[config.mk]
export PLATFORM = sky130hd
export DESIGN_NAME = unique_prefix_command_match
export DESIGN_NICKNAME = d
export VERILOG_FILES = /design/src/rtl/upcm_pkg.sv /design/src/rtl/upcm_kw_table.sv /design/src/rtl/unique_prefix_command_match.sv
export SDC_FILE = /design/constraint.sdc
export NUM_CORES = 2
export LEC_CHECK = 0
export BUFFER_PORTS_ARGS = -buffer_cell sky130_fd_sc_hd__buf_2
export CAP_MARGIN = 20
export CORE_MARGIN = 2
export CORE_UTILIZATION = 35
export CTS_CLUSTER_SIZE = 20
export DETAILED_ROUTE_END_ITERATION = 12
export HOLD_SLACK_MARGIN = 0.15
export PLACE_DENSITY = 0.57
export REMOVE_ABC_BUFFERS = 1
export SLEW_MARGIN = 20
export SYNTH_ARGS = -nofsm -noshare
export SYNTH_HDL_FRONTEND = slang
export SYNTH_SLANG_ARGS = --single-unit
[constraint.sdc]
create_clock -name clk -period 6.9 [get_ports clk]
set_input_delay 0.345 -clock clk [delete_from_list [all_inputs] [get_ports clk]]
set_output_delay 0.345 -clock clk [all_outputs]
set_load 0.01 [all_outputs]
[src/rtl/upcm_pkg.sv]
`timescale 1ns / 1ps
// ----------------------------------------------------------------------------
// upcm_pkg
// Shared types, codes and helpers of the unique-prefix command matcher.
// ----------------------------------------------------------------------------
package upcm_pkg;

    localparam int CHARS_W  = 64;
    localparam int LEN_W    = 4;
    localparam int BYTE_W   = 8;
    localparam int INDEX_W  = 5;
    localparam int STATUS_W = 2;

    localparam logic [BYTE_W-1:0] CHAR_LOWER_A = 8'd97;
    localparam logic [BYTE_W-1:0] CHAR_LOWER_Z = 8'd122;
    localparam logic [BYTE_W-1:0] CHAR_SPACE   = 8'd32;
    localparam logic [BYTE_W-1:0] CASE_OFFSET  = 8'd32;

    localparam logic OP_LOAD = 1'b0;
    localparam logic OP_LINE = 1'b1;

    localparam logic KIND_DECISION = 1'b0;
    localparam logic KIND_ARG      = 1'b1;

    typedef enum logic [1:0] {
        S_IDLE,
        S_SCAN,
        S_DONE
    } state_t;

    typedef enum logic [1:0] {
        PH_KEY     = 2'd0,
        PH_ARGS    = 2'd1,
        PH_DISCARD = 2'd2
    } phase_t;

    typedef enum logic [STATUS_W-1:0] {
        ST_MATCHED   = 2'd0,
        ST_AMBIGUOUS = 2'd1,
        ST_NOT_FOUND = 2'd2
    } status_t;

    function automatic logic [BYTE_W-1:0] upcase(input logic [BYTE_W-1:0] b);
        logic [BYTE_W-1:0] r;
        r = b;
        if (b >= CHAR_LOWER_A && b <= CHAR_LOWER_Z)
        begin
            r = b - CASE_OFFSET;
        end
        return r;
    endfunction

endpackage

[src/rtl/upcm_kw_table.sv]
`timescale 1ns / 1ps
// ----------------------------------------------------------------------------
// upcm_kw_table
// Keyword memory: clamps and masks each keyword on write, one registered
// read port for the lookup walk.
// ----------------------------------------------------------------------------
module upcm_kw_table
    import upcm_pkg::*;
#(
    parameter int TABLE_ENTRIES = 32,
    parameter int KEYWORD_BYTES = 8,
    localparam int IDX_W = $clog2(TABLE_ENTRIES),
    localparam int KW_W  = BYTE_W * KEYWORD_BYTES
)
(
    input  logic               clk,
    input  logic               wr_en,
    input  logic [IDX_W-1:0]   wr_addr,
    input  logic [CHARS_W-1:0] wr_chars,
    input  logic [LEN_W-1:0]   wr_len,
    input  logic               rd_en,
    input  logic [IDX_W-1:0]   rd_addr,
    output logic [KW_W-1:0]    rd_chars,
    output logic [LEN_W-1:0]   rd_len
);

    logic [KW_W-1:0]  chars_mem [TABLE_ENTRIES];
    logic [LEN_W-1:0] len_mem   [TABLE_ENTRIES];

    logic [LEN_W-1:0] len_clamped;
    logic [KW_W-1:0]  chars_masked;
    logic [KW_W-1:0]  rd_chars_reg;
    logic [LEN_W-1:0] rd_len_reg;

    always_comb
    begin
        if (wr_len > LEN_W'(KEYWORD_BYTES))
        begin
            len_clamped = LEN_W'(KEYWORD_BYTES);
        end
        else
        begin
            len_clamped = wr_len;
        end
        for (int i = 0; i < KEYWORD_BYTES; i++)
        begin
            if (LEN_W'(i) < len_clamped)
            begin
                chars_masked[BYTE_W*i +: BYTE_W] = wr_chars[BYTE_W*i +: BYTE_W];
            end
            else
            begin
                chars_masked[BYTE_W*i +: BYTE_W] = '0;
            end
        end
    end

    always_ff @(posedge clk)
    begin
        if (wr_en)
        begin
            chars_mem[wr_addr] <= chars_masked;
            len_mem[wr_addr]   <= len_clamped;
        end
        if (rd_en)
        begin
            rd_chars_reg <= chars_mem[rd_addr];
            rd_len_reg   <= len_mem[rd_addr];
        end
    end

    assign rd_chars = rd_chars_reg;
    assign rd_len   = rd_len_reg;

endmodule

[src/rtl/unique_prefix_command_match.sv]
`timescale 1ns / 1ps
// ----------------------------------------------------------------------------
// unique_prefix_command_match
// Keyword table with unique-prefix lookup of the first word of a command
// line; argument bytes of a matched line pass out upper-cased.
//
//   channel | handshake          | payload
//   --------+--------------------+-----------------------------------------
//   in      | in_valid/in_stall  | operation, keyword_chars, keyword_length,
//           |                    | line_byte, line_end
//   out     | out_valid/out_stall| result_kind, match_status, keyword_index,
//           |                    | argument_byte, last
//
// Keyword loads and line bytes without a decision need no lookup; the next
// item can follow at once unless the output is stalled. A decision walks
// the keyword memory, which has one read port, one stored entry per cycle,
// and holds in_stall high until it is handed out.
// Reset clears control state and the keyword count; memory contents stay
// undefined and need no clearing pass, since only entries below the count
// are read. in_stall is high during a lookup and while the output register
// holds an item that is stalled.
// ----------------------------------------------------------------------------
module unique_prefix_command_match
    import upcm_pkg::*;
#(
    parameter int TABLE_ENTRIES = 32,
    parameter int KEYWORD_BYTES = 8
)
(
    input  logic                clk,
    input  logic                rst_n,
    input  logic                in_valid,
    output logic                in_stall,
    input  logic                operation,
    input  logic [CHARS_W-1:0]  keyword_chars,
    input  logic [LEN_W-1:0]    keyword_length,
    input  logic [BYTE_W-1:0]   line_byte,
    input  logic                line_end,
    output logic                out_valid,
    input  logic                out_stall,
    output logic                result_kind,
    output logic [STATUS_W-1:0] match_status,
    output logic [INDEX_W-1:0]  keyword_index,
    output logic [BYTE_W-1:0]   argument_byte,
    output logic                last
);

    localparam int IDX_W = $clog2(TABLE_ENTRIES);
    localparam int CNT_W = $clog2(TABLE_ENTRIES + 1);
    localparam int KW_W  = BYTE_W * KEYWORD_BYTES;

    state_t             state_reg, state_next;
    phase_t             phase_reg, phase_next;
    logic [CNT_W-1:0]   count_reg, count_next;
    logic [KW_W-1:0]    key_buf_reg, key_buf_next;
    logic [LEN_W-1:0]   key_len_reg, key_len_next;
    logic               key_over_reg, key_over_next;
    logic               end_pend_reg, end_pend_next;
    logic [CNT_W-1:0]   scan_addr_reg, scan_addr_next;
    logic               cmp_valid_reg, cmp_valid_next;
    logic [IDX_W-1:0]   cmp_idx_reg, cmp_idx_next;
    logic               exact_hit_reg, exact_hit_next;
    logic [IDX_W-1:0]   exact_idx_reg, exact_idx_next;
    logic               have_reg, have_next;
    logic [IDX_W-1:0]   found_idx_reg, found_idx_next;
    logic               many_reg, many_next;

    logic               out_valid_reg, out_valid_next;
    logic               result_kind_reg, result_kind_next;
    status_t            match_status_reg, match_status_next;
    logic [INDEX_W-1:0] keyword_index_reg, keyword_index_next;
    logic [BYTE_W-1:0]  argument_byte_reg, argument_byte_next;
    logic               last_reg, last_next;

    logic               stall_int;
    logic               in_accept;
    logic               is_load;
    logic               is_line;
    logic               in_key_phase;
    logic [BYTE_W-1:0]  byte_up;
    logic               wr_en;
    logic               arg_load;
    logic               start_scan;
    logic               issue_rd;
    logic               scan_over;
    logic               out_free;
    logic               dec_load;

    logic [KW_W-1:0]    rd_chars;
    logic [LEN_W-1:0]   rd_len;
    logic [KW_W-1:0]    key_mask;
    logic               part_eq;
    logic               hit_exact;
    logic               hit_prefix;

    status_t            dec_status;
    logic [IDX_W-1:0]   dec_idx;

    upcm_kw_table #(
        .TABLE_ENTRIES (TABLE_ENTRIES),
        .KEYWORD_BYTES (KEYWORD_BYTES)
    ) u_table (
        .clk      (clk),
        .wr_en    (wr_en),
        .wr_addr  (count_reg[IDX_W-1:0]),
        .wr_chars (keyword_chars),
        .wr_len   (keyword_length),
        .rd_en    (issue_rd),
        .rd_addr  (scan_addr_reg[IDX_W-1:0]),
        .rd_chars (rd_chars),
        .rd_len   (rd_len)
    );

    // control outputs
    always_comb
    begin
        stall_int  = (state_reg != S_IDLE) || (out_valid_reg && out_stall);
        in_accept  = in_valid && !stall_int;
        is_load    = in_accept && (operation == OP_LOAD);
        is_line    = in_accept && (operation == OP_LINE);
        byte_up    = upcase(line_byte);
        wr_en      = is_load && (count_reg < CNT_W'(TABLE_ENTRIES));
        in_key_phase = (phase_reg != PH_ARGS) && (phase_reg != PH_DISCARD);
        arg_load   = is_line && (phase_reg == PH_ARGS);
        start_scan = is_line && in_key_phase && ((byte_up == CHAR_SPACE) || line_end);
        issue_rd   = (state_reg == S_SCAN) && (scan_addr_reg < count_reg);
        scan_over  = (state_reg == S_SCAN) && !issue_rd && !cmp_valid_reg;
        out_free   = !out_valid_reg || !out_stall;
        dec_load   = (state_reg == S_DONE) && out_free;
    end

    always_comb
    begin
        state_next = state_reg;
        unique case (state_reg)
            S_IDLE:
            begin
                if (start_scan)
                begin
                    state_next = S_SCAN;
                end
            end
            S_SCAN:
            begin
                if (scan_over)
                begin
                    state_next = S_DONE;
                end
            end
            S_DONE:
            begin
                if (dec_load)
                begin
                    state_next = S_IDLE;
                end
            end
            default:
            begin
                state_next = S_IDLE;
            end
        endcase
    end

    // compare one stored entry against the key
    always_comb
    begin
        for (int i = 0; i < KEYWORD_BYTES; i++)
        begin
            key_mask[BYTE_W*i +: BYTE_W] = (LEN_W'(i) < key_len_reg) ? 8'hFF : 8'h00;
        end
        part_eq    = (rd_chars & key_mask) == key_buf_reg;
        hit_exact  = part_eq && (rd_len == key_len_reg);
        hit_prefix = part_eq && (key_len_reg <= rd_len);
    end

    always_comb
    begin
        dec_idx = '0;
        if (key_len_reg == '0 || key_over_reg)
        begin
            dec_status = ST_NOT_FOUND;
        end
        else if (exact_hit_reg)
        begin
            dec_status = ST_MATCHED;
            dec_idx    = exact_idx_reg;
        end
        else if (many_reg)
        begin
            dec_status = ST_AMBIGUOUS;
        end
        else if (have_reg)
        begin
            dec_status = ST_MATCHED;
            dec_idx    = found_idx_reg;
        end
        else
        begin
            dec_status = ST_NOT_FOUND;
        end
    end

    always_comb
    begin
        count_next     = count_reg + CNT_W'(wr_en);
        phase_next     = phase_reg;
        key_buf_next   = key_buf_reg;
        key_len_next   = key_len_reg;
        key_over_next  = key_over_reg;
        end_pend_next  = end_pend_reg;
        scan_addr_next = scan_addr_reg;
        cmp_valid_next = 1'b0;
        cmp_idx_next   = scan_addr_reg[IDX_W-1:0];
        exact_hit_next = exact_hit_reg;
        exact_idx_next = exact_idx_reg;
        have_next      = have_reg;
        found_idx_next = found_idx_reg;
        many_next      = many_reg;

        // line byte
        if (is_line)
        begin
            case (phase_reg) inside
                PH_ARGS, PH_DISCARD:
                begin
                    if (line_end)
                    begin
                        phase_next = PH_KEY;
                    end
                end
                default:
                begin
                    if (byte_up != CHAR_SPACE)
                    begin
                        if (key_len_reg < LEN_W'(KEYWORD_BYTES))
                        begin
                            for (int i = 0; i < KEYWORD_BYTES; i++)
                            begin
                                if (LEN_W'(i) == key_len_reg)
                                begin
                                    key_buf_next[BYTE_W*i +: BYTE_W] = byte_up;
                                end
                            end
                            key_len_next = key_len_reg + LEN_W'(1);
                        end
                        else
                        begin
                            key_over_next = 1'b1;
                        end
                    end
                end
            endcase
        end

        // start lookup
        if (start_scan)
        begin
            end_pend_next  = line_end;
            scan_addr_next = '0;
            exact_hit_next = 1'b0;
            have_next      = 1'b0;
            many_next      = 1'b0;
        end

        // walk the table
        if (state_reg == S_SCAN)
        begin
            cmp_valid_next = issue_rd;
            if (issue_rd)
            begin
                scan_addr_next = scan_addr_reg + CNT_W'(1);
            end
            if (cmp_valid_reg && !exact_hit_reg)
            begin
                if (hit_exact)
                begin
                    exact_hit_next = 1'b1;
                    exact_idx_next = cmp_idx_reg;
                end
                else if (hit_prefix)
                begin
                    if (!have_reg)
                    begin
                        have_next      = 1'b1;
                        found_idx_next = cmp_idx_reg;
                    end
                    else
                    begin
                        many_next = 1'b1;
                    end
                end
            end
        end

        // hand out decision
        if (dec_load)
        begin
            key_buf_next  = '0;
            key_len_next  = '0;
            key_over_next = 1'b0;
            if (end_pend_reg)
            begin
                phase_next = PH_KEY;
            end
            else if (dec_status == ST_MATCHED)
            begin
                phase_next = PH_ARGS;
            end
            else
            begin
                phase_next = PH_DISCARD;
            end
        end
    end

    // output register
    always_comb
    begin
        out_valid_next     = out_valid_reg && out_stall;
        result_kind_next   = result_kind_reg;
        match_status_next  = match_status_reg;
        keyword_index_next = keyword_index_reg;
        argument_byte_next = argument_byte_reg;
        last_next          = last_reg;
        if (arg_load)
        begin
            out_valid_next     = 1'b1;
            result_kind_next   = KIND_ARG;
            match_status_next  = ST_MATCHED;
            keyword_index_next = '0;
            argument_byte_next = byte_up;
            last_next          = line_end;
        end
        else if (dec_load)
        begin
            out_valid_next     = 1'b1;
            result_kind_next   = KIND_DECISION;
            match_status_next  = dec_status;
            keyword_index_next = INDEX_W'(dec_idx);
            argument_byte_next = '0;
            last_next          = end_pend_reg || (dec_status != ST_MATCHED);
        end
    end

    always_ff @(posedge clk or negedge rst_n)
    begin
        if (!rst_n)
        begin
            state_reg     <= S_IDLE;
            phase_reg     <= PH_KEY;
            count_reg     <= '0;
            key_buf_reg   <= '0;
            key_len_reg   <= '0;
            key_over_reg  <= 1'b0;
            end_pend_reg  <= 1'b0;
            scan_addr_reg <= '0;
            cmp_valid_reg <= 1'b0;
            out_valid_reg <= 1'b0;
        end
        else
        begin
            state_reg     <= state_next;
            phase_reg     <= phase_next;
            count_reg     <= count_next;
            key_buf_reg   <= key_buf_next;
            key_len_reg   <= key_len_next;
            key_over_reg  <= key_over_next;
            end_pend_reg  <= end_pend_next;
            scan_addr_reg <= scan_addr_next;
            cmp_valid_reg <= cmp_valid_next;
            out_valid_reg <= out_valid_next;
        end
    end

    always_ff @(posedge clk)
    begin
        cmp_idx_reg       <= cmp_idx_next;
        exact_hit_reg     <= exact_hit_next;
        exact_idx_reg     <= exact_idx_next;
        have_reg          <= have_next;
        found_idx_reg     <= found_idx_next;
        many_reg          <= many_next;
        result_kind_reg   <= result_kind_next;
        match_status_reg  <= match_status_next;
        keyword_index_reg <= keyword_index_next;
        argument_byte_reg <= argument_byte_next;
        last_reg          <= last_next;
    end

    assign in_stall      = stall_int;
    assign out_valid     = out_valid_reg;
    assign result_kind   = result_kind_reg;
    assign match_status  = match_status_reg;
    assign keyword_index = keyword_index_reg;
    assign argument_byte = argument_byte_reg;
    assign last          = last_reg;

    a_busy_stalls: assert property (@(posedge clk) disable iff (!rst_n)
        (state_reg != S_IDLE) |-> in_stall)
        else $error("input taken during lookup");

    a_cmp_in_table: assert property (@(posedge clk) disable iff (!rst_n)
        cmp_valid_reg |-> (CNT_W'(cmp_idx_reg) < count_reg))
        else $error("compare beyond loaded entries");

    a_nomatch_index: assert property (@(posedge clk) disable iff (!rst_n)
        (out_valid_reg && result_kind_reg == KIND_DECISION
            && match_status_reg != ST_MATCHED) |-> (keyword_index_reg == '0))
        else $error("index set on unmatched decision");

    a_decision_shown: assert property (@(posedge clk) disable iff (!rst_n)
        dec_load |=> (out_valid_reg && result_kind_reg == KIND_DECISION))
        else $error("decision not loaded into output register");

endmodule

==> impl_metrics.ini <==
[global_routing]
grt_pass1_vias = 45340
grt_usage_pct = 18.63
grt_antenna_before_repair = 16
grt_max_degree = 127
grt_pass1_wl_um = 351300
overflow = 0

[timing]
whs_ps = 198.7
fin_skew_ps = 70.62
rsz0062_at_grt = no
maxSlewViolCount = 0
slew_headroom_pct = 26.51
setup_violations = 0
fin_crit_ps = 4548
hold_viol = 0
worstMarginPinSlew_ps = 1102
timing.fmax_mhz = 219.9
post-route-period-util_pct = 65.91

[flow_run]
cap_violations = 0

[critical_path]
crit_required_ps = 7390
start_kind = register
crit_family = simple AND/OR/NAND/NOR gates
arrival_ps = 5030
crit_buf_inv = 1
critPathSlowestCell = nor2_4
endpoint_kind = register
cp_cell_sequence = a211oi_1 > nand2_1 > nor3_1 > nand3_1 > nor2_4 > buf_4
rr_worst_depth = 6
critPathMaxFanout = 33
crit_path_max_incr_delay_ps = 1030
reg2reg_from = out_valid
crit_type = register to register
r2r_slack_ps = 2350
rr_endpoint = u_table.chars_mem[26][47]

[cells_and_area]
area_growth_pct = 15.46
final_nets = 4822
reg.largest.list = u_table.chars_mem x2048, u_table.len_mem x128
num-fill-cells = 22750
largest_reg_flops = 2048
drive_above_1_share_pct = 25.07
final_cells = 8420
regMostFlops = u_table.chars_mem

[run_status]
status = finished clean

[die]
die_y_um = 515.4
die-area_sq_mm = 0.2656
ios = 101
start_util_pct = 35.21
design.core.area_sq_mm = 0.2599
num_rows = 187
die_width_um = 515.4

[logic_synthesis]
yosys-top-cells-count = 2263 x edfxtp_1, 507 x mux4_2, 269 x nand2_1
yosysWarnings = 0
avgSynthCellArea_sq_um = 20.82
synthCells = 4396
yosysMostFrequentCell = edfxtp_1
ys_seq_elements = 2367
synth.area.top_cells = edfxtp_1 74%, mux4_2 12%, mux2i_1 2.5%
syn_area_sq_mm = 0.09152
synth-edff-count = 2263
synth_cell_types = 60
synthArstFlopShare_pct = 3.718
synth_area_leader_cell = edfxtp_1
synth_seq_area_share_pct = 77.01
synth_top_area_share_pct = 74.25
ys_dominant_reg_cell = edfxtp_1

[placed_design]
place_congestion = 0.8373
dp.cells = 7925
numPortBuffers = 100
dp_hpwl_um = 148700

[clock_tree]
clock-root-buffer = clkbuf_16
cts_tree = done
htree_levels = 4
cts_buffer_depth = 3
ctsResizeCount = 0
clock_latency_ps = 890
cts_setup_buffers = 0
numCtsBuffers = 230
cts.clk_slew.worst_paths_ps = 60
ctsHoldBuffers = 61
cts_sinks = 2367

[detailed_routing]
wl_per_cell_um = 29.71
drt_pass1_iterations = 5
viasPerCell = 5.408
dr.first_iter.drc_count = 5475
vias = 45540
wl_um = 250100
ant_nets = 0
drcViolationCount = 0

[power_and_ir_drop]
power_leakage_nw = 31.20
irDropWorstVdd_mv = 0.3053
powerDensity_mw_per_mm2 = 353.7

[worst_hold_path]
hold_class = input port to register
holdCritStartpoint = keyword_chars[32]
holdPathEnd = u_table.chars_mem[11][32]
hold_depth = 2
## layout make-up
cell class                      count  area, sq um  share of cell area (%)
Timing Repair Buffer              319         2663                   2.520
Clock inverter                    132         1424                   1.347
Multi-Input combinational cell   1767        20410                   19.32
Sequential cell                  2367        70500                   66.71
Inverter                           38        155.1                  0.1468
Antenna cell                        6        15.01                 0.01421
Tap cell                         3496         4374                   4.139
Clock buffer                      295         6131                   5.802
## worst max-delay path by stage
stage	startpoint	to	slack, ps	cells after the start
global route	state_reg[1]	u_table.chars_mem[26][62]	2180	6
CTS	state_reg[1]	u_table.chars_mem[26][27]	2440	6
finish	out_valid	u_table.chars_mem[26][47]	2350	6
global placement	out_stall	u_table.chars_mem[1][18]	2280	7
floorplan	scan_addr_reg[0]	u_table.rd_chars[45]	-18300	5
detailed placement	out_stall	u_table.chars_mem[26][27]	2270	7
## metal layers
layer | up-vias | GRT usage (%) | wire (um)
li1 | 18940 | - | -
met4 | 6 | 4.441 | 5475
met5 | - | 0 | 43
met1 | 24560 | 26.15 | 106500
met3 | 288 | 3.263 | 17300
met2 | 1734 | 30.21 | 120800
## cells in the final DEF (no fill, tap or decap), types with 11 or more instances in the layout
cell           instances
nor2b_1               26
buf_12                27
nand2b_1              12
mux2_2                38
bufinv_16             23
dfxtp_1               16
dlygate4sd3_1         60
o221ai_1             171
dfrtp_1               83
xnor2_1               21
nor2b_2               26
nor2_4                32
a21oi_1               26
o21ai_0              132
nand2_1              268
nand3_1               30
buf_4                131
mux2i_1              227
clkbuf_16            233
clkinv_1              43
clkbuf_1              54
clkinv_2              41
ha_1                  17
edfxtp_1            2263
a31oi_1               14
nor3_1                16
and2_1                11
mux4_2               507
nor2_1                53
inv_1                 36
buf_2                 99
o22ai_1               11
## logic make-up (layout without fill, tap and decap cells)
group                      Yosys count  in the layout  synth area share (%)
muxes                              772            772                 15.43
AOI/OAI and AO/OA                  410            410                 3.179
and+or+nand+nor                    537            537                 2.685
buffers and inverters              262            784                 1.174
adders and majority gates           17             17                0.2324
other                                0              6                     0
xor gates and xnor gates            31             31                0.2967
DFF                               2367           2367                 77.01
## power by group
group          total (mW)  internal [mW]  switching (mW)
Sequential           16.9           16.3           0.613
Clock                12.6           7.15            5.42
Combinational        7.94           3.37            4.57
## through the flow
step / power (mW) / utilization (%) / setup WS [ps] / instance area [sq um] / TNS, ps
finish: 37.38 / 40.65 / 2352 / 105700 / 0
CTS: 37.73 / 40.63 / 2443 / 105600 / 0
global route: 38.69 / 40.65 / 2177 / 105700 / 0
detailed placement: 25.19 / 37.48 / 2266 / 97440 / 0
global placement: 25.14 / 37.46 / 2276 / 97390 / 0
floorplan: 23.41 / - / -18300 / 90590 / -2642670
Power figures use the tool's default switching activity.
